--- config.mk ---
export PLATFORM = sky130hd
export DESIGN_NAME = virtqueue_descriptor_manager
export DESIGN_NICKNAME = d
export VERILOG_FILES = /design/src/vqdm_pkg.sv /design/src/vqdm_link_ram.sv /design/src/vqdm_seq.sv /design/src/virtqueue_descriptor_manager.sv
export SDC_FILE = /design/constraint.sdc
export NUM_CORES = 1
export LEC_CHECK = 0
export ABC_AREA = 1
export BUFFER_PORTS_ARGS = -buffer_cell sky130_fd_sc_hd__buf_2
export CORE_MARGIN = 2
export CORE_UTILIZATION = 59
export CTS_CLUSTER_DIAMETER = 30
export DETAILED_ROUTE_END_ITERATION = 10
export PLACE_DENSITY = 0.86
export SLEW_MARGIN = 20
export SYNTH_ARGS = -nofsm -noshare
export SYNTH_HDL_FRONTEND = slang
export SYNTH_HIERARCHICAL = 1
export SYNTH_SLANG_ARGS = --single-unit
export TNS_END_PERCENT = 20
--- constraint.sdc ---
create_clock -name i_clk -period 21.2 [get_ports i_clk]
set_input_delay 3.18 -clock i_clk [delete_from_list [all_inputs] [get_ports i_clk]]
set_output_delay 3.18 -clock i_clk [all_outputs]
set_load 0.05 [all_outputs]
--- src/vqdm_pkg.sv ---
`default_nettype none

package vqdm_pkg;

    // Queue geometry and field widths
    localparam int QUEUE_SIZE   = 8;
    localparam int SLOT_W       = 3;
    localparam int CNT_W        = 4;
    localparam int ADDR_W       = 48;
    localparam int SECTOR_W     = 64;
    localparam int LEN_W        = 10;
    localparam int BLOCK_BYTES  = 512;
    localparam int HDR_BYTES    = 16;
    localparam int SUBMIT_DESCS = 3;

    // Request types
    localparam logic REQ_SUBMIT  = 1'b0;
    localparam logic REQ_RELEASE = 1'b1;

    // Result word kinds
    localparam logic [2:0] KIND_HDR   = 3'd0;
    localparam logic [2:0] KIND_DESC  = 3'd1;
    localparam logic [2:0] KIND_AVAIL = 3'd2;
    localparam logic [2:0] KIND_REL   = 3'd3;
    localparam logic [2:0] KIND_ERR   = 3'd4;

    // Descriptor flag bits
    localparam logic [1:0] F_NONE  = 2'b00;
    localparam logic [1:0] F_NEXT  = 2'b01;
    localparam logic [1:0] F_WRITE = 2'b10;

    typedef struct packed {
        logic                req_type;
        logic                is_write;
        logic [SECTOR_W-1:0] sector;
        logic [ADDR_W-1:0]   data_addr;
        logic [ADDR_W-1:0]   hdr_addr;
        logic [SLOT_W-1:0]   chain_head;
    } t_req;

    typedef struct packed {
        logic [2:0]          kind;
        logic [SLOT_W-1:0]   slot;
        logic [ADDR_W-1:0]   addr;
        logic [LEN_W-1:0]    length;
        logic [1:0]          desc_flag_bits;
        logic [SLOT_W-1:0]   next_slot;
        logic [SLOT_W-1:0]   ring_pos;
        logic                hdr_type;
        logic [SECTOR_W-1:0] hdr_sector;
        logic [CNT_W-1:0]    free_left;
        logic                last;
    } t_rsp;

    // One entry of the descriptor link table
    typedef struct packed {
        logic [1:0]        flags;
        logic [SLOT_W-1:0] next;
    } t_link;

    // Link table access from the sequencer
    typedef struct packed {
        logic              wr_en;
        logic [SLOT_W-1:0] wr_addr;
        t_link             wr_data;
        logic [SLOT_W-1:0] rd_addr;
    } t_ram_cmd;

    // Value of a table entry straight after reset
    function automatic t_link link_reset(input logic [SLOT_W-1:0] idx);
        t_link v;
        if (idx == SLOT_W'(QUEUE_SIZE - 1)) begin
            v.flags = F_NONE;
            v.next  = '0;
        end else begin
            v.flags = F_NEXT;
            v.next  = idx + SLOT_W'(1);
        end
        return v;
    endfunction

endpackage

`default_nettype wire

--- src/vqdm_link_ram.sv ---
`default_nettype none

module vqdm_link_ram (
    input  wire logic              i_clk,
    input  wire logic              i_rst_n,
    input  wire vqdm_pkg::t_ram_cmd i_cmd,
    output vqdm_pkg::t_link        o_rdata
);

    vqdm_pkg::t_link                      r_mem [vqdm_pkg::QUEUE_SIZE];
    logic [vqdm_pkg::QUEUE_SIZE-1:0]      r_vld;
    vqdm_pkg::t_link                      r_rdata;

    // Mark entries written since reset
    always_ff @(posedge i_clk) begin
        if (!i_rst_n) begin
            r_vld <= '0;
        end else if (i_cmd.wr_en) begin
            r_vld[i_cmd.wr_addr] <= 1'b1;
        end
    end

    // Write port
    always_ff @(posedge i_clk) begin
        if (i_cmd.wr_en) begin
            r_mem[i_cmd.wr_addr] <= i_cmd.wr_data;
        end
    end

    // Registered read; an unwritten entry reads as its reset value
    always_ff @(posedge i_clk) begin
        if (r_vld[i_cmd.rd_addr]) begin
            r_rdata <= r_mem[i_cmd.rd_addr];
        end else begin
            r_rdata <= vqdm_pkg::link_reset(i_cmd.rd_addr);
        end
    end

    assign o_rdata = r_rdata;

endmodule

`default_nettype wire

--- src/vqdm_seq.sv ---
`default_nettype none

module vqdm_seq #(
    parameter int STATUS_STRIDE = 16
) (
    input  wire logic                          i_clk,
    input  wire logic                          i_rst_n,
    input  wire logic                          i_in_valid,
    output logic                               o_in_stall,
    input  wire vqdm_pkg::t_req                i_in_word,
    input  wire logic [vqdm_pkg::ADDR_W-1:0]   i_status_base,
    output logic                               o_emit,
    input  wire logic                          i_emit_ready,
    output vqdm_pkg::t_rsp                     o_emit_word,
    output vqdm_pkg::t_ram_cmd                 o_ram_cmd,
    input  wire vqdm_pkg::t_link               i_ram_rdata
);

    localparam int SLOT_W   = vqdm_pkg::SLOT_W;
    localparam int CNT_W    = vqdm_pkg::CNT_W;
    localparam int ADDR_W   = vqdm_pkg::ADDR_W;
    localparam int LEN_W    = vqdm_pkg::LEN_W;
    localparam int STRIDE_W = $clog2(STATUS_STRIDE + 1);
    localparam int OFF_W    = SLOT_W + STRIDE_W;

    localparam logic [3:0] ST_IDLE  = 4'd0;
    localparam logic [3:0] ST_POP0  = 4'd1;
    localparam logic [3:0] ST_POP1  = 4'd2;
    localparam logic [3:0] ST_POP2  = 4'd3;
    localparam logic [3:0] ST_HDR   = 4'd4;
    localparam logic [3:0] ST_DESC0 = 4'd5;
    localparam logic [3:0] ST_DESC1 = 4'd6;
    localparam logic [3:0] ST_DESC2 = 4'd7;
    localparam logic [3:0] ST_AVAIL = 4'd8;
    localparam logic [3:0] ST_WALK  = 4'd9;
    localparam logic [3:0] ST_FIX   = 4'd10;
    localparam logic [3:0] ST_REL   = 4'd11;
    localparam logic [3:0] ST_ERR   = 4'd12;

    logic [3:0]        r_state, n_state;
    vqdm_pkg::t_req    r_req, n_req;
    logic [SLOT_W-1:0] r_list_head, n_list_head;
    logic [CNT_W-1:0]  r_free_cnt, n_free_cnt;
    logic [SLOT_W-1:0] r_ring, n_ring;
    logic [SLOT_W-1:0] r_d0, n_d0;
    logic [SLOT_W-1:0] r_d1, n_d1;
    logic [SLOT_W-1:0] r_d2, n_d2;
    logic [SLOT_W-1:0] r_e0nx, n_e0nx;
    logic [SLOT_W-1:0] r_p1nx, n_p1nx;
    logic [SLOT_W-1:0] r_new_head, n_new_head;
    logic [SLOT_W-1:0] r_n, n_n;
    logic [CNT_W-1:0]  r_cnt, n_cnt;
    logic [CNT_W-1:0]  r_steps, n_steps;
    logic              r_empty, n_empty;

    logic              accept;
    logic              e1_nb, e2_nb;
    logic [SLOT_W-1:0] e1_nx, e2_nx;
    logic [SLOT_W-1:0] d1_c, d2_c;
    logic [CNT_W-1:0]  cnt_inc;
    logic [CNT_W-1:0]  submit_left;
    logic [1:0]        f1;
    logic [OFF_W-1:0]  st_off;
    logic [ADDR_W-1:0] status_addr;
    vqdm_pkg::t_link   tail_entry;

    assign accept     = i_in_valid && (r_state == ST_IDLE);
    assign o_in_stall = (r_state != ST_IDLE);

    // Forward the pending edits of earlier pops into the later ones
    assign d1_c  = i_ram_rdata.flags[0] ? i_ram_rdata.next : r_d0;
    assign e1_nb = (r_d1 == r_d0) ? 1'b1 : i_ram_rdata.flags[0];
    assign e1_nx = (r_d1 == r_d0) ? r_e0nx : i_ram_rdata.next;
    assign d2_c  = e1_nb ? e1_nx : r_d1;

    always_comb begin
        priority if (r_d2 == r_d1) begin
            e2_nb = 1'b1;
            e2_nx = r_p1nx;
        end else if (r_d2 == r_d0) begin
            e2_nb = 1'b1;
            e2_nx = r_d1;
        end else begin
            e2_nb = i_ram_rdata.flags[0];
            e2_nx = i_ram_rdata.next;
        end
    end

    // Saturating free count for one more released link
    assign cnt_inc = (r_cnt < CNT_W'(vqdm_pkg::QUEUE_SIZE)) ? r_cnt + CNT_W'(1) : r_cnt;

    assign submit_left = r_free_cnt - CNT_W'(vqdm_pkg::SUBMIT_DESCS);
    assign f1          = vqdm_pkg::F_NEXT | (r_req.is_write ? vqdm_pkg::F_NONE
                                                            : vqdm_pkg::F_WRITE);
    assign st_off      = OFF_W'(r_d0) * OFF_W'(STATUS_STRIDE);
    assign status_addr = i_status_base + ADDR_W'(st_off);

    // Relinked tail of a released chain
    assign tail_entry.flags = vqdm_pkg::F_NEXT;
    assign tail_entry.next  = r_empty ? i_ram_rdata.next : r_list_head;

    always_comb begin
        n_state     = r_state;
        n_req       = r_req;
        n_list_head = r_list_head;
        n_free_cnt  = r_free_cnt;
        n_ring      = r_ring;
        n_d0        = r_d0;
        n_d1        = r_d1;
        n_d2        = r_d2;
        n_e0nx      = r_e0nx;
        n_p1nx      = r_p1nx;
        n_new_head  = r_new_head;
        n_n         = r_n;
        n_cnt       = r_cnt;
        n_steps     = r_steps;
        n_empty     = r_empty;

        o_ram_cmd         = '0;
        o_ram_cmd.rd_addr = r_list_head;
        o_emit            = 1'b0;
        o_emit_word       = '0;

        unique case (r_state)
            ST_IDLE: begin
                if (accept) begin
                    n_req = i_in_word;
                    if (i_in_word.req_type == vqdm_pkg::REQ_SUBMIT) begin
                        if (r_free_cnt < CNT_W'(vqdm_pkg::SUBMIT_DESCS)) begin
                            n_state = ST_ERR;
                        end else begin
                            n_d0    = r_list_head;
                            n_state = ST_POP0;
                        end
                    end else begin
                        o_ram_cmd.rd_addr = i_in_word.chain_head;
                        n_n     = i_in_word.chain_head;
                        n_cnt   = r_free_cnt;
                        n_empty = (r_free_cnt == '0);
                        n_steps = '0;
                        n_state = ST_WALK;
                    end
                end
            end
            // Pop the header descriptor
            ST_POP0: begin
                n_e0nx            = i_ram_rdata.next;
                n_d1              = d1_c;
                o_ram_cmd.rd_addr = d1_c;
                n_state           = ST_POP1;
            end
            // Pop the data descriptor
            ST_POP1: begin
                n_p1nx            = (r_d1 == r_d0) ? r_d1 : i_ram_rdata.next;
                n_d2              = d2_c;
                o_ram_cmd.rd_addr = d2_c;
                n_state           = ST_POP2;
            end
            // Pop the status descriptor
            ST_POP2: begin
                n_new_head = e2_nb ? e2_nx : r_d2;
                n_state    = ST_HDR;
            end
            ST_HDR: begin
                if (i_emit_ready) begin
                    o_emit                 = 1'b1;
                    o_emit_word.kind       = vqdm_pkg::KIND_HDR;
                    o_emit_word.slot       = r_d0;
                    o_emit_word.addr       = r_req.hdr_addr;
                    o_emit_word.length     = LEN_W'(vqdm_pkg::HDR_BYTES);
                    o_emit_word.hdr_type   = r_req.is_write;
                    o_emit_word.hdr_sector = r_req.sector;
                    o_emit_word.free_left  = submit_left;
                    n_state                = ST_DESC0;
                end
            end
            ST_DESC0: begin
                if (i_emit_ready) begin
                    o_emit                     = 1'b1;
                    o_emit_word.kind           = vqdm_pkg::KIND_DESC;
                    o_emit_word.slot           = r_d0;
                    o_emit_word.addr           = r_req.hdr_addr;
                    o_emit_word.length         = LEN_W'(vqdm_pkg::HDR_BYTES);
                    o_emit_word.desc_flag_bits = vqdm_pkg::F_NEXT;
                    o_emit_word.next_slot      = r_d1;
                    o_emit_word.free_left      = submit_left;
                    o_ram_cmd.wr_en            = 1'b1;
                    o_ram_cmd.wr_addr          = r_d0;
                    o_ram_cmd.wr_data.flags    = vqdm_pkg::F_NEXT;
                    o_ram_cmd.wr_data.next     = r_d1;
                    n_state                    = ST_DESC1;
                end
            end
            ST_DESC1: begin
                if (i_emit_ready) begin
                    o_emit                     = 1'b1;
                    o_emit_word.kind           = vqdm_pkg::KIND_DESC;
                    o_emit_word.slot           = r_d1;
                    o_emit_word.addr           = r_req.data_addr;
                    o_emit_word.length         = LEN_W'(vqdm_pkg::BLOCK_BYTES);
                    o_emit_word.desc_flag_bits = f1;
                    o_emit_word.next_slot      = r_d2;
                    o_emit_word.free_left      = submit_left;
                    o_ram_cmd.wr_en            = 1'b1;
                    o_ram_cmd.wr_addr          = r_d1;
                    o_ram_cmd.wr_data.flags    = f1;
                    o_ram_cmd.wr_data.next     = r_d2;
                    n_state                    = ST_DESC2;
                end
            end
            ST_DESC2: begin
                if (i_emit_ready) begin
                    o_emit                     = 1'b1;
                    o_emit_word.kind           = vqdm_pkg::KIND_DESC;
                    o_emit_word.slot           = r_d2;
                    o_emit_word.addr           = status_addr;
                    o_emit_word.length         = LEN_W'(1);
                    o_emit_word.desc_flag_bits = vqdm_pkg::F_WRITE;
                    o_emit_word.free_left      = submit_left;
                    o_ram_cmd.wr_en            = 1'b1;
                    o_ram_cmd.wr_addr          = r_d2;
                    o_ram_cmd.wr_data.flags    = vqdm_pkg::F_WRITE;
                    o_ram_cmd.wr_data.next     = '0;
                    n_state                    = ST_AVAIL;
                end
            end
            // Publish the ring entry and commit the free list
            ST_AVAIL: begin
                if (i_emit_ready) begin
                    o_emit                = 1'b1;
                    o_emit_word.kind      = vqdm_pkg::KIND_AVAIL;
                    o_emit_word.slot      = r_d0;
                    o_emit_word.ring_pos  = r_ring;
                    o_emit_word.free_left = submit_left;
                    o_emit_word.last      = 1'b1;
                    n_list_head           = r_new_head;
                    n_free_cnt            = submit_left;
                    n_ring                = r_ring + SLOT_W'(1);
                    n_state               = ST_IDLE;
                end
            end
            // Follow the chain one link a cycle
            ST_WALK: begin
                n_cnt = cnt_inc;
                if (!i_ram_rdata.flags[0]) begin
                    o_ram_cmd.wr_en   = 1'b1;
                    o_ram_cmd.wr_addr = r_n;
                    o_ram_cmd.wr_data = tail_entry;
                    n_list_head       = r_req.chain_head;
                    n_free_cnt        = cnt_inc;
                    n_state           = ST_REL;
                end else begin
                    n_n               = i_ram_rdata.next;
                    o_ram_cmd.rd_addr = i_ram_rdata.next;
                    n_steps           = r_steps + CNT_W'(1);
                    if (r_steps == CNT_W'(vqdm_pkg::QUEUE_SIZE - 1)) begin
                        n_state = ST_FIX;
                    end
                end
            end
            // Walk cut short: relink the entry reached last
            ST_FIX: begin
                o_ram_cmd.wr_en   = 1'b1;
                o_ram_cmd.wr_addr = r_n;
                o_ram_cmd.wr_data = tail_entry;
                n_list_head       = r_req.chain_head;
                n_free_cnt        = r_cnt;
                n_state           = ST_REL;
            end
            ST_REL: begin
                if (i_emit_ready) begin
                    o_emit                = 1'b1;
                    o_emit_word.kind      = vqdm_pkg::KIND_REL;
                    o_emit_word.slot      = r_req.chain_head;
                    o_emit_word.free_left = r_free_cnt;
                    o_emit_word.last      = 1'b1;
                    n_state               = ST_IDLE;
                end
            end
            ST_ERR: begin
                if (i_emit_ready) begin
                    o_emit                = 1'b1;
                    o_emit_word.kind      = vqdm_pkg::KIND_ERR;
                    o_emit_word.free_left = r_free_cnt;
                    o_emit_word.last      = 1'b1;
                    n_state               = ST_IDLE;
                end
            end
            default: begin
                n_state = ST_IDLE;
            end
        endcase
    end

    // Control state
    always_ff @(posedge i_clk) begin
        if (!i_rst_n) begin
            r_state     <= ST_IDLE;
            r_list_head <= '0;
            r_free_cnt  <= CNT_W'(vqdm_pkg::QUEUE_SIZE);
            r_ring      <= '0;
        end else begin
            r_state     <= n_state;
            r_list_head <= n_list_head;
            r_free_cnt  <= n_free_cnt;
            r_ring      <= n_ring;
        end
    end

    // Working registers of the current item
    always_ff @(posedge i_clk) begin
        r_req      <= n_req;
        r_d0       <= n_d0;
        r_d1       <= n_d1;
        r_d2       <= n_d2;
        r_e0nx     <= n_e0nx;
        r_p1nx     <= n_p1nx;
        r_new_head <= n_new_head;
        r_n        <= n_n;
        r_cnt      <= n_cnt;
        r_steps    <= n_steps;
        r_empty    <= n_empty;
    end

endmodule

`default_nettype wire

--- src/virtqueue_descriptor_manager.sv ---
// Submit: accept, three pops, five result words, the first registered after the pops.
// Release: walks a chain of L links (at most 8, plus a fix-up state when the walk
// hits that limit). No-free error: one error word. New requests wait until the last
// is done. Rate is set by the single read port of the link table and one result word
// a cycle while the output is not stalled. Synchronous active-low reset restores the
// full free list, clears the avail index and status base; no clearing pass is needed.
`default_nettype none

module virtqueue_descriptor_manager #(
    parameter int STATUS_STRIDE = 16
) (
    input  wire logic           i_clk,
    input  wire logic           i_rst_n,
    input  wire logic           psel,
    input  wire logic           penable,
    input  wire logic           pwrite,
    input  wire logic [3:0]     paddr,
    input  wire logic [63:0]    pwdata,
    output logic [63:0]         prdata,
    output logic                pready,
    input  wire logic           i_in_valid,
    output logic                o_in_stall,
    input  wire vqdm_pkg::t_req i_in_word,
    output logic                o_out_valid,
    input  wire logic           i_out_stall,
    output vqdm_pkg::t_rsp      o_out_word
);

    logic [vqdm_pkg::ADDR_W-1:0] r_status_base;
    logic                        r_out_valid;
    vqdm_pkg::t_rsp              r_out_word;

    logic                        cfg_wr;
    logic                        emit;
    logic                        emit_ready;
    vqdm_pkg::t_rsp              emit_word;
    vqdm_pkg::t_ram_cmd          ram_cmd;
    vqdm_pkg::t_link             ram_rdata;

    // Register port
    assign pready = 1'b1;
    assign cfg_wr = psel && penable && pwrite && (paddr == '0);
    assign prdata = (paddr == '0) ? {16'd0, r_status_base} : '0;

    always_ff @(posedge i_clk) begin
        if (!i_rst_n) begin
            r_status_base <= '0;
        end else if (cfg_wr) begin
            r_status_base <= pwdata[vqdm_pkg::ADDR_W-1:0];
        end
    end

    vqdm_seq #(
        .STATUS_STRIDE (STATUS_STRIDE)
    ) u_seq (
        .i_clk         (i_clk),
        .i_rst_n       (i_rst_n),
        .i_in_valid    (i_in_valid),
        .o_in_stall    (o_in_stall),
        .i_in_word     (i_in_word),
        .i_status_base (r_status_base),
        .o_emit        (emit),
        .i_emit_ready  (emit_ready),
        .o_emit_word   (emit_word),
        .o_ram_cmd     (ram_cmd),
        .i_ram_rdata   (ram_rdata)
    );

    vqdm_link_ram u_link_ram (
        .i_clk   (i_clk),
        .i_rst_n (i_rst_n),
        .i_cmd   (ram_cmd),
        .o_rdata (ram_rdata)
    );

    // Output register: load when empty or when the held word leaves
    assign emit_ready = !r_out_valid || !i_out_stall;

    always_ff @(posedge i_clk) begin
        if (!i_rst_n) begin
            r_out_valid <= 1'b0;
        end else if (emit_ready) begin
            r_out_valid <= emit;
        end
    end

    always_ff @(posedge i_clk) begin
        if (emit_ready && emit) begin
            r_out_word <= emit_word;
        end
    end

    assign o_out_valid = r_out_valid;
    assign o_out_word  = r_out_word;

endmodule

`default_nettype wire

==> flow_summary.ini <==
[finish]
layout.area.seq_um2 = 12600
layout.cell_area.non_filler_um2 = 24900
area_taken_by_multi_input_logic_gates_um2 = 5550
drive_gt1_frac = 0.243
nets = 2719
fillerInstances = 2237
layout-area-overhead-vs-synth_pct = 25.9

[detailed_routing]
detail_route.vias_per_cell = 5.38
dr_total_vias = 16100
first_pass_iters = 5
drcViolationCount = 0
detail_route.wl_per_cell_um = 19.0
drtAntennaViolNets = 0
postRouteWirelength_um = 56800
drtIter0Drc = 1520

[flow_run]
timing.max_cap.violations = 0

[placement]
placement_stage_cell_area_um2 = 22000
port_buffers = 415
placer_congestion = 0.933
dpl.hpwl_um = 38700

[logic_synthesis]
yosys_warnings = 6
postSynthAreaPerCell_um2 = 9.75
synthesis.instances = 2030
netlist_area_um2 = 19800

[sta]
fin_crit_ps = 8300
hold_viol_final = 0
grt_setup_unrepaired = no
max_slew_margin = 0.271
setup_total_negative_slack_ps = 0
tightest_slew_ps = 1090
clock_skew_ps = 22.9
finalSetupViolCount = 0
final_min_period_over_clock_period = 0.391
timing.fmax_ghz = 0.121
report.final.slew_viol_count = 0

[grt]
initial_antenna_violation_count = 10
grt_start_max_net_pins = 74
first_pass_grt_wire_length_um = 86300
track_usage = 0.321
global_route.overflow_total = 0
vias_in_the_first_global_route = 15800

[worst_setup_path]
cp_top_family = buffers and inverters
timing.critical_path.arrival_ps = 5120
timing.reg2reg.worst_path_depth = 9
critPathMaxStageDelay_ps = 440
cp_slowest_cell = buf_4
required_ps = 18020
cp_bufs_invs = 4
cp_num_cells = 7
timing.setup.critical_path_class = in2out
worstSetupEndpointType = output pin
critPathLaunchType = primary input
crit_path_max_fanout = 49
cp_cell_sequence = buf_2, nor2_4, buf_4, nand2_1, buf_4, nor2_1, buf_2

[min_path]
hold-path-cell-count = 2
holdCritPathClass = reg2reg

[die]
design.die.area_um2 = 35000
die-height_um = 187
die_width_um = 187
core_footprint_um2 = 33300
initial_core_util = 0.595
floorplan.io_pins = 449
rows = 67

[cts]
cts_repair_resize_count = 0
clk_pin_slew_ps = 60
cts_root_buffer_type = clkbuf_16
cts_tree = built
postCtsSetupBuffers = 0
clock_sink_count = 443
clk-insertion-delay-late_ps = 590
ctsHtreeMaxLevel = 3
ctsLongestPathBuffers = 3
numCtsBuffers = 80
post_cts_hold_buffer_count = 0

[pwr]
ir_worst_vdd_mv = 0.120
powerDensity_nw_per_um2 = 159
power.static_leakage_uw = 0.0107

[status]
run_status = completed
-- flip-flops by register name, indices dropped and copies added (netlist names) --
signal,count
u_seq/r_ring,3
u_link_ram/o_rdata,4
u_seq/r_state,4
u_seq/r_n,3
u_link_ram/r_vld,8
u_seq/r_empty,1
u_link_ram/r_mem,32
u_seq/r_d0,3
u_seq/r_free_cnt,4
u_seq/r_list_head,3
u_seq/r_req,164
u_seq/r_new_head,3
o_out_valid,1
u_seq/r_steps,4
u_seq/r_e0nx,3
u_seq/r_d1,3
u_seq/r_cnt,4
u_seq/r_p1nx,3
o_out_word,142
u_seq/r_d2,3
r_status_base,48
-- power breakdown --
part           internal, uW  switching (uW)
clock network           873             469
logic                   244             964
registers              1290             113
total                  2410            1550
-- routing by layer --
layer	wire length, um	share of wire	global-route usage
met1	20500	0.36	0.374
met2	28700	0.51	0.558
met3	4990	0.088	0.0780
met4	2550	0.045	0.158
met5	49	0.00086	0
-- through the flow --
stage | setup slack, ps | util | hold slack (ps) | cells | power, uW
6_report | 12900 | 0.749 | 458 | 2987 | 3960
3_5_place_dp | 13010 | 0.662 | 451 | 2834 | 2590
2_1_floorplan | 9750 | - | 435 | 2051 | 2330
5_1_grt | 12740 | 0.749 | 495 | 2987 | 4110
4_1_cts | 12930 | 0.748 | 459 | 2981 | 3960
3_3_place_gp | 13100 | 0.662 | 446 | 2834 | 2550
-- final timing paths --
path                                      endpoint  slack, ps                              from
setup / recovery                        prdata[21]      12900                          paddr[1]
hold / removal    u_link_ram/r_vld[2]$_SDFFE_PN0P_        460  u_link_ram/r_vld[2]$_SDFFE_PN0P_
hold reg to reg   u_link_ram/r_vld[2]$_SDFFE_PN0P_        460  u_link_ram/r_vld[2]$_SDFFE_PN0P_
setup reg to reg  u_link_ram/r_mem[3][2]$_DFFE_PP_      17070          o_out_valid$_SDFFE_PN0P_
-- worst min-delay path: cells and delay by family (launching register included) --
kind            cells  cell delay, ps
flops               1             290
compound gates      1              60
buf+inv             1              60
-- cell type report --
type	count	area share
repair buffers	427	0.0871
flip-flops and latches	443	0.504
clock buffers	90	0.0839
clock inverters	57	0.0314
inverters	317	0.0482
diodes	6	0.000603
multi-input cells	1199	0.223
well taps	448	0.0225
-- layout by cell type (no fill, tap or decap), types with 7 or more instances in the layout --
master / count
o21ai_0: 43
nor2_1: 330
a21oi_1: 38
xnor2_1: 8
nand4_1: 69
nand2_2: 11
dfxtp_1: 75
buf_4: 13
edfxtp_1: 368
nand2_1: 431
nor2_4: 7
clkinv_2: 11
xor2_1: 8
a22o_1: 15
inv_6: 8
nor3_1: 7
buf_2: 414
ha_1: 10
clkinv_4: 7
inv_1: 303
bufinv_16: 12
clkbuf_16: 81
o211ai_1: 15
o21bai_1: 12
conb_1: 24
nand3_1: 132
inv_2: 11
No activity file was read; power rests on OpenSTA's default activity.
